### src/hdl/ihex_pkg.sv
// Package with the types, codes and helper function of the hex record parser.
package ihex_pkg;

	// Default width of the internal line counter.
	localparam int LINE_COUNT_BITS_DEF = 16;

	// Width of the line number reported with each result.
	localparam int LINE_OUT_BITS = 16;

	// Characters that the parser recognises.
	localparam logic [7:0] CHAR_COLON   = 8'h3A;
	localparam logic [7:0] CHAR_NEWLINE = 8'h0A;
	localparam logic [7:0] CHAR_ZERO    = 8'h30;
	localparam logic [7:0] CHAR_NINE    = 8'h39;
	localparam logic [7:0] CHAR_LOW_A   = 8'h61;
	localparam logic [7:0] CHAR_LOW_F   = 8'h66;
	localparam logic [7:0] CASE_BIT     = 8'h20;

	// Record types that the parser accepts.
	localparam logic [7:0] REC_DATA = 8'h00;
	localparam logic [7:0] REC_EOF  = 8'h01;

	// Parse phases within one line.
	typedef enum logic [3:0] {
		PH_START = 4'd0,
		PH_LEN   = 4'd1,
		PH_ADDR  = 4'd2,
		PH_TYPE  = 4'd3,
		PH_DATA  = 4'd4,
		PH_CKSUM = 4'd5,
		PH_SKIP  = 4'd6
	} phase_t;

	// Kinds of result.
	typedef enum logic [1:0] {
		KIND_DATA = 2'd0,
		KIND_OK   = 2'd1,
		KIND_EOF  = 2'd2,
		KIND_ERR  = 2'd3
	} kind_t;

	// Error codes carried with an error result.
	typedef enum logic [2:0] {
		ERR_NO_COLON   = 3'd0,
		ERR_HEADER_HEX = 3'd1,
		ERR_DATA_HEX   = 3'd2,
		ERR_CKSUM_HEX  = 3'd3,
		ERR_MISMATCH   = 3'd4,
		ERR_EMPTY      = 3'd5,
		ERR_BAD_TYPE   = 3'd6,
		ERR_NONE       = 3'd7
	} err_t;

	// A decoded hex digit and whether the character was one.
	typedef struct packed {
		logic       ok;
		logic [3:0] value;
	} hex_t;

	// Decodes one ASCII character as a hex digit of either case.
	function automatic hex_t hex_decode(input logic [7:0] c);
		logic [7:0] lc;
		logic [7:0] off;
		hex_t       h;
		lc = c | CASE_BIT;
		h.ok    = 1'b0;
		h.value = 4'd0;
		if (c >= CHAR_ZERO && c <= CHAR_NINE) begin
			off     = c - CHAR_ZERO;
			h.ok    = 1'b1;
			h.value = off[3:0];
		end else if (lc >= CHAR_LOW_A && lc <= CHAR_LOW_F) begin
			off     = lc - CHAR_LOW_A + 8'd10;
			h.ok    = 1'b1;
			h.value = off[3:0];
		end
		return h;
	endfunction

endpackage

### src/hdl/intel_hex_record_parser.sv
// Intel HEX record parser: one character in, at most one result out per character.
//
//  Channel | Handshake              | Payload
//  --------+------------------------+-------------------------------------------------
//  input   | in_valid / in_ready    | text_char
//  output  | out_valid / out_ready  | kind, byte_address, byte_value, error_code,
//          |                        | line_number
//
// Each character is held in an input register and then parsed combinationally into the
// result register, so one character is taken per cycle unless a stall holds it; a character
// passes the input register and then the result register before its result is offered.
// A result waiting in the output register stalls parsing; the input register still
// holds one further character during such a stall.
// The asynchronous reset returns the parser to line start with all counts cleared.
// After any error the parser halts and drops every further character until reset.
module intel_hex_record_parser
	import ihex_pkg::*;
#(
	parameter int LINE_COUNT_BITS = LINE_COUNT_BITS_DEF
) (
	input  logic                     clk,
	input  logic                     arst_n,
	input  logic                     in_valid,
	output logic                     in_ready,
	input  logic [7:0]               text_char,
	output logic                     out_valid,
	input  logic                     out_ready,
	output logic [1:0]               kind,
	output logic [15:0]              byte_address,
	output logic [7:0]               byte_value,
	output logic [2:0]               error_code,
	output logic [LINE_OUT_BITS-1:0] line_number
);

	localparam logic [LINE_COUNT_BITS-1:0] LINE_MAX = '1;
	localparam int LINE_EXT_BITS = LINE_COUNT_BITS + LINE_OUT_BITS;
	localparam logic [LINE_EXT_BITS-1:0] LINE_OUT_MAX =
		LINE_EXT_BITS'({LINE_OUT_BITS{1'b1}});

	// Input register.
	logic       valid_s1;
	logic [7:0] char_s1;

	// Parser state.
	phase_t                     phase_q, phase_n;
	logic [2:0]                 digits_q, digits_n;
	logic [7:0]                 length_q, length_n;
	logic [15:0]                address_q, address_n;
	logic [7:0]                 type_q, type_n;
	logic [7:0]                 sum_q, sum_n;
	logic [3:0]                 nibble_q, nibble_n;
	logic [7:0]                 done_q, done_n;
	logic [LINE_COUNT_BITS-1:0] lines_q, lines_n;
	logic                       halted_q, halted_n;

	// Result register.
	logic                     out_valid_q;
	kind_t                    kind_q;
	logic [15:0]              addr_q;
	logic [7:0]               value_q;
	logic [2:0]               err_q;
	logic [LINE_OUT_BITS-1:0] line_q;

	// Result of the character being parsed.
	logic                     res_v;
	kind_t                    res_kind;
	logic [15:0]              res_addr;
	logic [7:0]               res_val;
	err_t                     res_err;
	logic [LINE_EXT_BITS-1:0] lines_ext;
	logic [LINE_OUT_BITS-1:0] res_line;

	logic       proc;
	hex_t       hex;
	logic [7:0] byte_new;
	logic [7:0] ck_sum;
	logic [7:0] done_inc;

	// A character is parsed once the result register is free to take its result.
	assign proc     = valid_s1 && (!out_valid_q || out_ready);
	assign in_ready = !valid_s1 || proc;

	// Input register.
	always_ff @(posedge clk or negedge arst_n) begin
		if (!arst_n) begin
			valid_s1 <= 1'b0;
		end else if (in_ready) begin
			valid_s1 <= in_valid;
		end
	end

	always_ff @(posedge clk) begin
		if (in_valid && in_ready) begin
			char_s1 <= text_char;
		end
	end

	// Parsing of one character: next state and result.
	always_comb begin
		hex       = hex_decode(char_s1);
		byte_new  = {nibble_q, hex.value};
		ck_sum    = sum_q + byte_new;
		done_inc  = done_q + 8'd1;
		phase_n   = phase_q;
		digits_n  = digits_q;
		length_n  = length_q;
		address_n = address_q;
		type_n    = type_q;
		sum_n     = sum_q;
		nibble_n  = nibble_q;
		done_n    = done_q;
		lines_n   = lines_q;
		halted_n  = halted_q;
		res_v     = 1'b0;
		res_kind  = KIND_DATA;
		res_addr  = 16'd0;
		res_val   = 8'd0;
		res_err   = ERR_NONE;
		if (proc && !halted_q) begin
			case (phase_q)
				PH_START: begin
					if (lines_q != LINE_MAX) begin
						lines_n = lines_q + 1'b1;
					end
					if (char_s1 != CHAR_COLON) begin
						res_v   = 1'b1;
						res_err = ERR_NO_COLON;
					end else begin
						phase_n   = PH_LEN;
						digits_n  = 3'd0;
						length_n  = 8'd0;
						address_n = 16'd0;
						type_n    = 8'd0;
						sum_n     = 8'd0;
						done_n    = 8'd0;
					end
				end
				PH_LEN: begin
					if (!hex.ok) begin
						res_v   = 1'b1;
						res_err = ERR_HEADER_HEX;
					end else begin
						length_n = {length_q[3:0], hex.value};
						digits_n = digits_q + 3'd1;
						if (digits_q == 3'd1) begin
							sum_n    = sum_q + length_n;
							phase_n  = PH_ADDR;
							digits_n = 3'd0;
						end
					end
				end
				PH_ADDR: begin
					if (!hex.ok) begin
						res_v   = 1'b1;
						res_err = ERR_HEADER_HEX;
					end else begin
						address_n = {address_q[11:0], hex.value};
						digits_n  = digits_q + 3'd1;
						if (digits_q == 3'd3) begin
							sum_n    = sum_q + address_n[15:8] + address_n[7:0];
							phase_n  = PH_TYPE;
							digits_n = 3'd0;
						end
					end
				end
				PH_TYPE: begin
					if (!hex.ok) begin
						res_v   = 1'b1;
						res_err = ERR_HEADER_HEX;
					end else begin
						type_n   = {type_q[3:0], hex.value};
						digits_n = digits_q + 3'd1;
						if (digits_q == 3'd1) begin
							digits_n = 3'd0;
							sum_n    = sum_q + type_n;
							if (type_n == REC_EOF) begin
								phase_n  = PH_SKIP;
								res_v    = 1'b1;
								res_kind = KIND_EOF;
							end else if (type_n != REC_DATA) begin
								res_v   = 1'b1;
								res_err = ERR_BAD_TYPE;
							end else if (length_q == 8'd0) begin
								res_v   = 1'b1;
								res_err = ERR_EMPTY;
							end else begin
								phase_n = PH_DATA;
							end
						end
					end
				end
				PH_DATA: begin
					if (!hex.ok) begin
						res_v   = 1'b1;
						res_err = ERR_DATA_HEX;
					end else if (digits_q == 3'd0) begin
						nibble_n = hex.value;
						digits_n = 3'd1;
					end else begin
						digits_n = 3'd0;
						sum_n    = ck_sum;
						done_n   = done_inc;
						if (done_inc == length_q) begin
							phase_n = PH_CKSUM;
						end
						res_v    = 1'b1;
						res_kind = KIND_DATA;
						res_addr = address_q + {8'd0, done_q};
						res_val  = byte_new;
					end
				end
				PH_CKSUM: begin
					if (!hex.ok) begin
						res_v   = 1'b1;
						res_err = ERR_CKSUM_HEX;
					end else if (digits_q == 3'd0) begin
						nibble_n = hex.value;
						digits_n = 3'd1;
					end else begin
						digits_n = 3'd0;
						if (ck_sum != 8'd0) begin
							res_v   = 1'b1;
							res_err = ERR_MISMATCH;
						end else begin
							phase_n  = PH_SKIP;
							res_v    = 1'b1;
							res_kind = KIND_OK;
						end
					end
				end
				PH_SKIP: begin
					if (char_s1 == CHAR_NEWLINE) begin
						phase_n = PH_START;
					end
				end
				default: begin
					phase_n = PH_START;
				end
			endcase
			// Every error result halts the parser.
			if (res_err != ERR_NONE) begin
				res_kind = KIND_ERR;
				halted_n = 1'b1;
			end
		end
	end

	// The reported line number saturates at the output width.
	always_comb begin
		lines_ext = {{LINE_OUT_BITS{1'b0}}, lines_n};
		if (lines_ext > LINE_OUT_MAX) begin
			res_line = '1;
		end else begin
			res_line = lines_ext[LINE_OUT_BITS-1:0];
		end
	end

	// Parser state registers.
	always_ff @(posedge clk or negedge arst_n) begin
		if (!arst_n) begin
			phase_q   <= PH_START;
			digits_q  <= 3'd0;
			length_q  <= 8'd0;
			address_q <= 16'd0;
			type_q    <= 8'd0;
			sum_q     <= 8'd0;
			nibble_q  <= 4'd0;
			done_q    <= 8'd0;
			lines_q   <= '0;
			halted_q  <= 1'b0;
		end else begin
			phase_q   <= phase_n;
			digits_q  <= digits_n;
			length_q  <= length_n;
			address_q <= address_n;
			type_q    <= type_n;
			sum_q     <= sum_n;
			nibble_q  <= nibble_n;
			done_q    <= done_n;
			lines_q   <= lines_n;
			halted_q  <= halted_n;
		end
	end

	// Result register valid flag.
	always_ff @(posedge clk or negedge arst_n) begin
		if (!arst_n) begin
			out_valid_q <= 1'b0;
		end else if (proc) begin
			out_valid_q <= res_v;
		end else if (out_ready) begin
			out_valid_q <= 1'b0;
		end
	end

	// Result register payload.
	always_ff @(posedge clk) begin
		if (proc && res_v) begin
			kind_q  <= res_kind;
			addr_q  <= res_addr;
			value_q <= res_val;
			err_q   <= (res_kind == KIND_ERR) ? res_err : 3'd0;
			line_q  <= res_line;
		end
	end

	assign out_valid    = out_valid_q;
	assign kind         = kind_q;
	assign byte_address = addr_q;
	assign byte_value   = value_q;
	assign error_code   = err_q;
	assign line_number  = line_q;

endmodule

### config.mk
export PLATFORM = sky130hd
export DESIGN_NAME = intel_hex_record_parser
export DESIGN_NICKNAME = d
export VERILOG_FILES = /design/src/hdl/ihex_pkg.sv /design/src/hdl/intel_hex_record_parser.sv
export SDC_FILE = /design/constraint.sdc
export NUM_CORES = 1
export LEC_CHECK = 0
export BUFFER_PORTS_ARGS = -buffer_cell sky130_fd_sc_hd__buf_2
export CORE_UTILIZATION = 45
export DETAILED_ROUTE_END_ITERATION = 8
export GPL_TIMING_DRIVEN = 0
export PLACE_DENSITY = 0.65
export SYNTH_ARGS = -nofsm -noshare
export SYNTH_HDL_FRONTEND = slang
export SYNTH_SLANG_ARGS = --single-unit
### constraint.sdc
create_clock -name clk -period 5.2 [get_ports clk]
set_input_delay 0.52 -clock clk [delete_from_list [all_inputs] [get_ports clk]]
set_output_delay 0.52 -clock clk [all_outputs]
set_load 0.02 [all_outputs]
* Word level (Yosys, flattened, before mapping)
Index checks and enable logic that the tools add are counted.
** Word-level totals
- Register bits :: 127
- Output and inout bits :: 47
- Word-level logic and storage cells :: 193
** Operators by class
- Equal/unequal tests :: 33
- Bitwise gates (word level) :: 3
- Magnitude comparators :: 4
- $add $sub $neg :: 12
- Reduce and logical (&&, ||, !) cells :: 36
- Mux-type cells :: 87
** Operators by type and width (number)
- $mux W8 :: 12
- $mux W16 :: 5
- $mux W4 :: 18
- $add A8 B8 Y8 :: 5
- $pmux W8 S5 :: 1
- $mux W3 :: 13
- $pmux W16 S2 :: 1
- $pmux W8 S2 :: 2
- $ne A2 B2 Y1 const B :: 14
- $pmux W4 S7 :: 1
- $mux W2 :: 11
- $reduce_and A17 Y1 :: 1
- $add A16 B1 Y16 const B :: 1
- $add A16 B8 Y16 :: 1
- $mux W1 :: 16
- $ne A16 B16 Y1 const B :: 1
- $reduce_and A4 Y1 :: 4
- $reduce_bool A8 Y1 :: 2
- $pmux W3 S5 :: 1
- $eq A4 B3 Y1 const B :: 3
- $pmux W3 S4 :: 1
- $reduce_and A11 Y1 :: 1
- $mux W5 :: 2
- $reduce_bool A2 Y1 :: 5
- other kinds (36) :: 53

* Logic depth before layout (Yosys ltp)
- Depth in word-level cells :: 15
- Depth in mapped cells :: 17
- Mapped depth without buffers :: 16

* Least setup slack after synthesis
OpenSTA, ideal clock, no wires.
- Path kind :: register to register
- Start :: reg char_s1[0]
- End :: reg addr_q[0], in the netlist byte_address[0] (enable)
- Arrival :: 5.032 ns
- Data required time :: 4.697 ns
- Slack :: -0.336 ns
- Cell stages (with the launch flop) :: 10
- Path through :: edfxtp_1 inv_1 ha_1 nor3b_1 nor3b_4 buf_2 or2_1 a311oi_1 a21oi_1 nor3_1
** Between the ends
- Longest elaborated chain between the ends :: 12
** RTL lines
- start, declared :: line intel_hex_record_parser.sv:42 : logic [7:0] char_s1;
- start signal, assigned :: line intel_hex_record_parser.sv:94 : char_s1 <= text_char;
- $sub A4 B1 Y4, or another cell as far along :: line ihex_pkg.sv:73 : off = lc - CHAR_LOW_A + 8'd10;
- $add A4 B4 Y4 / $logic_and A1 B1 Y1 (equally long branches) :: line ihex_pkg.sv:73, ihex_pkg.sv:72
- $mux W5 :: line ihex_pkg.sv:72 : end else if (lc >= CHAR_LOW_A && lc <= CHAR_LOW_F) begin
- $mux W5 :: line ihex_pkg.sv:68 : if (c >= CHAR_ZERO && c <= CHAR_NINE) begin
- $reduce_bool A8 Y1 :: line intel_hex_record_parser.sv:180 : end else if (type_n != REC_DATA) begin
- $mux W1 :: line intel_hex_record_parser.sv:180
- $mux W1 :: line intel_hex_record_parser.sv:176 : if (type_n == REC_EOF) begin
- $mux W1 :: line intel_hex_record_parser.sv:173 : if (digits_q == 3'd1) begin
- $mux W1 :: line intel_hex_record_parser.sv:167 : if (!hex.ok) begin
- $pmux W1 S4 * :: line intel_hex_record_parser.sv:120 : case (phase_q)
- $mux W1 * :: line intel_hex_record_parser.sv:119 : if (proc && !halted_q) begin
- $logic_and A1 B1 Y1 * :: line intel_hex_record_parser.sv:298 : if (proc && res_v) begin
- end signal, assigned :: line intel_hex_record_parser.sv:300 : addr_q <= res_addr;
- end, declared :: line intel_hex_record_parser.sv:59 : logic [15:0] addr_q;
Mark *: on every way between the ends. The rest lies on a longest branch, timed or not.
A chain may end at the register's enable or synchronous reset.

==> metrics.csv <==
metric,value,unit
status,completed,
p_switching,1.08,mW
synth_cell_types,76,
clk_latency,430,ps
p_seq_frac,0.369,
syn_inst,723,
tightest_slew,984,ps
synthArstFlopShare,0.579,
clock-root-buffer,clkbuf_16,
design_area,8730,µm²
drive_gt1_frac,0.155,
leakagePower,3.63,nW
final_cell_count_no_fill,1034,
ys_ff_latch,126,
cts_buffer_depth,2,
hold_path.class,input port to asynchronous set/reset pin,
criticalPathCategory,register to register,
slew_headroom,0.339,
die_h,130,µm
rsz0062_at_grt,false,
r2r-end,kind[0],
die_w,130,µm
synthFlopType,dfrtp_1,
grt_pass1_vias,5774,
viasPerCell,5.85,
min_period,4870,ps
final_hold_viol_count,0,
final_nets,863,
critPathMaxStageDelay,540,ps
switching_share,0.338,
worstPathRequired,5360,ps
p_clk_frac,0.381,
cp_max_fo,10,
path_common_cell,a21oi_1,
reg2reg_from,char_s1[0],
setup_viol,0,
yosysSeqAreaShare,0.463,
routedWlPerCell,18.2,µm
post_dp_cell_area,8050,µm²
start_util,0.463,
whs,13.7,ps
max_cap_viol_count,0,
syn-cell-area,7390,µm²
cp-start-kind,register,
hpwl,14000,µm
fill_cells,1369,
internal-power,2.11,mW
p_per_area,366,nW/µm²
grt_max_degree,48,
tritoncts,done,
core-area,15900,µm²
overflow,0,
reg2reg_depth,16,
slew_violations,0,
drtIter0Drc,510,
synth_edf_count,53,
die_area,16900,µm²
track_usage,0.235,
area_growth,18.2,%
drc,0,
num_rows,46,
vdd_ir_drop_max,0.000253,V
grt_first_pass_wirelength,30100,µm
clkTransAtPathRegs,60,ps
p_comb_frac,0.249,
antenna_found_initial,0,
vias,6048,
r2r_setup_slack,330,ps
antenna_left,0,
critPathArrivalTime,5030,ps
drt_first_pass_iters,5,
fin_skew,10.7,ps
drt-total-wl,18900,µm
fin_crit_sh,0.936,
yosys_warnings,0,
place_congestion,0.915,
io_buffer_count,58,
cts.sinks,126,
htreeDepth,4,
critPathSlowestCell,edfxtp_1,
cp-end-kind,register,
numCtsBuffers,17,
ios,59,
fmax,205,MHz
syn_nets,781,
path_cells,inv_1 > ha_1 > o21bai_1 > a21oi_1 > clkbuf_2 > a21oi_4 > inv_1 > ha_1 > fa_1 > a211o_1 > a21oi_1 > o21ai_0 > nor4bb_4 > a21oi_1 > o32ai_4 > nand3_1,
avgSynthCellArea,10.2,µm²
n_antenna_cell,0,
place_inst,1000,
[routing by layer]
layer	vias to the layer above	routed length, µm	GRT usage
met3	42	995	0.0394
met4	0	527	0.0930
met5	-	0	0
met1	2932	8350	0.313
met2	230	8990	0.383
li1	2844	-	-
[worst max-delay path by stage]
stage,slack [ps],cells after the start,endpoint,from
floorplan,1050,9,byte_address[0],char_s1[0]
global placement,-480,15,error_code[1],char_s1[0]
detailed placement,-540,15,kind[0],char_s1[0]
CTS,50,15,kind[0],char_s1[0]
global route,100,16,kind[0],char_s1[0]
finish,330,16,kind[0],char_s1[0]
[power by group through the flow]
stage               sequential (mW)  clock [mW]  combinational, mW
floorplan                      1.23           0              0.471
global placement               1.20           0              0.742
detailed placement             1.20           0              0.770
CTS                            1.18        1.23              0.777
global route                   1.19        1.27              0.854
finish                         1.18        1.22              0.796
[logic make-up after synthesis]
family	share of synthesized area
and+or+nand+nor	0.184
DFF	0.463
buffers and inverters	0.0215
adders and majority gates	0.0881
xor gates and xnor gates	0.0599
muxes	0.0164
AOI/OAI and AO/OA	0.167
[flip-flops by register name, summed over array words and instances (netlist names), 2 cells and up]
| register | cells |
|---|---|
| address_q | 16 |
| byte_address | 16 |
| byte_value | 8 |
| char_s1 | 8 |
| digits_q | 3 |
| done_q | 8 |
| error_code | 3 |
| kind | 2 |
| length_q | 8 |
| line_number | 16 |
| lines_q | 16 |
| nibble_q | 4 |
| phase_q | 3 |
| sum_q | 8 |
| type_q | 4 |
[placed cells by master, fill, tap and decap left out, types with 7 or more instances in the layout]
cell type and n:
ha_1 36, o21ai_1 18, fa_1 10, xor2_1 14, o31ai_1 9, inv_1 18, dfrtp_1 73, a21oi_1 39
o21ai_0 35, a211oi_1 8, nor3_1 17, nand2_1 89, nand3_1 26, mux2_2 9, xnor2_1 34, a21o_1 9
a22o_1 10, clkbuf_1 20, buf_2 58, clkbuf_16 18, and2_1 13, edfxtp_1 53, nor2b_1 11, nor2_1 48
nand2b_1 10, nand4_1 7
[metrics by stage]
stage          setup slack (ps)  TNS (ps)   util  total power [mW]
2_1_floorplan              1050         0      -              1.70
3_3_place_gp               -476     -7670  0.499              1.94
3_5_place_dp               -542     -3340  0.505              1.97
4_1_cts                    46.3         0  0.544              3.19
5_1_grt                    95.6         0  0.548              3.31
6_report                    333         0  0.548              3.20
[worst max-delay path: cells and delay by family (launching register included)]
kind | cells | cell delay, ps
and+or+nand+nor | 2 | 570
AOI/OAI and AO/OA | 8 | 1940
buffers and inverters | 3 | 600
adders and majority gates | 3 | 920
DFF | 1 | 540
[cell usage after synthesis (21+ instances only)]
cell       n  area share
a21oi_1   40       0.027
clkbuf_1  21       0.011
dfrtp_1   73        0.25
edfxtp_1  53        0.22
ha_1      36       0.061
nand2_1   89       0.045
nand3_1   26       0.018
nor2_1    49       0.025
o21ai_0   36       0.024
xnor2_1   34       0.040
[final cells by class]
class	count	area (µm²)	share of cell area
Clock buffer	18	450	0.0516
Tap cell	216	270	0.0309
Clock inverter	14	153	0.0175
Inverter	18	67.6	0.00774
Buffer	24	92.6	0.0106
Timing Repair Buffer	63	390	0.0447
Multi-Input combinational cell	555	3890	0.445
Sequential cell	126	3420	0.391
[repair_timing]
item                                    4_1_cts  5_1_grt
pin swaps                                     0        1
resized for setup                             5        9
hold buffers                                  0        0
endpoints found under the setup margin        9        9
setup buffers                                 0        2
hold endpoints to repair                      0        0
cloned                                        0        0
(Power assumes the default switching activity.)
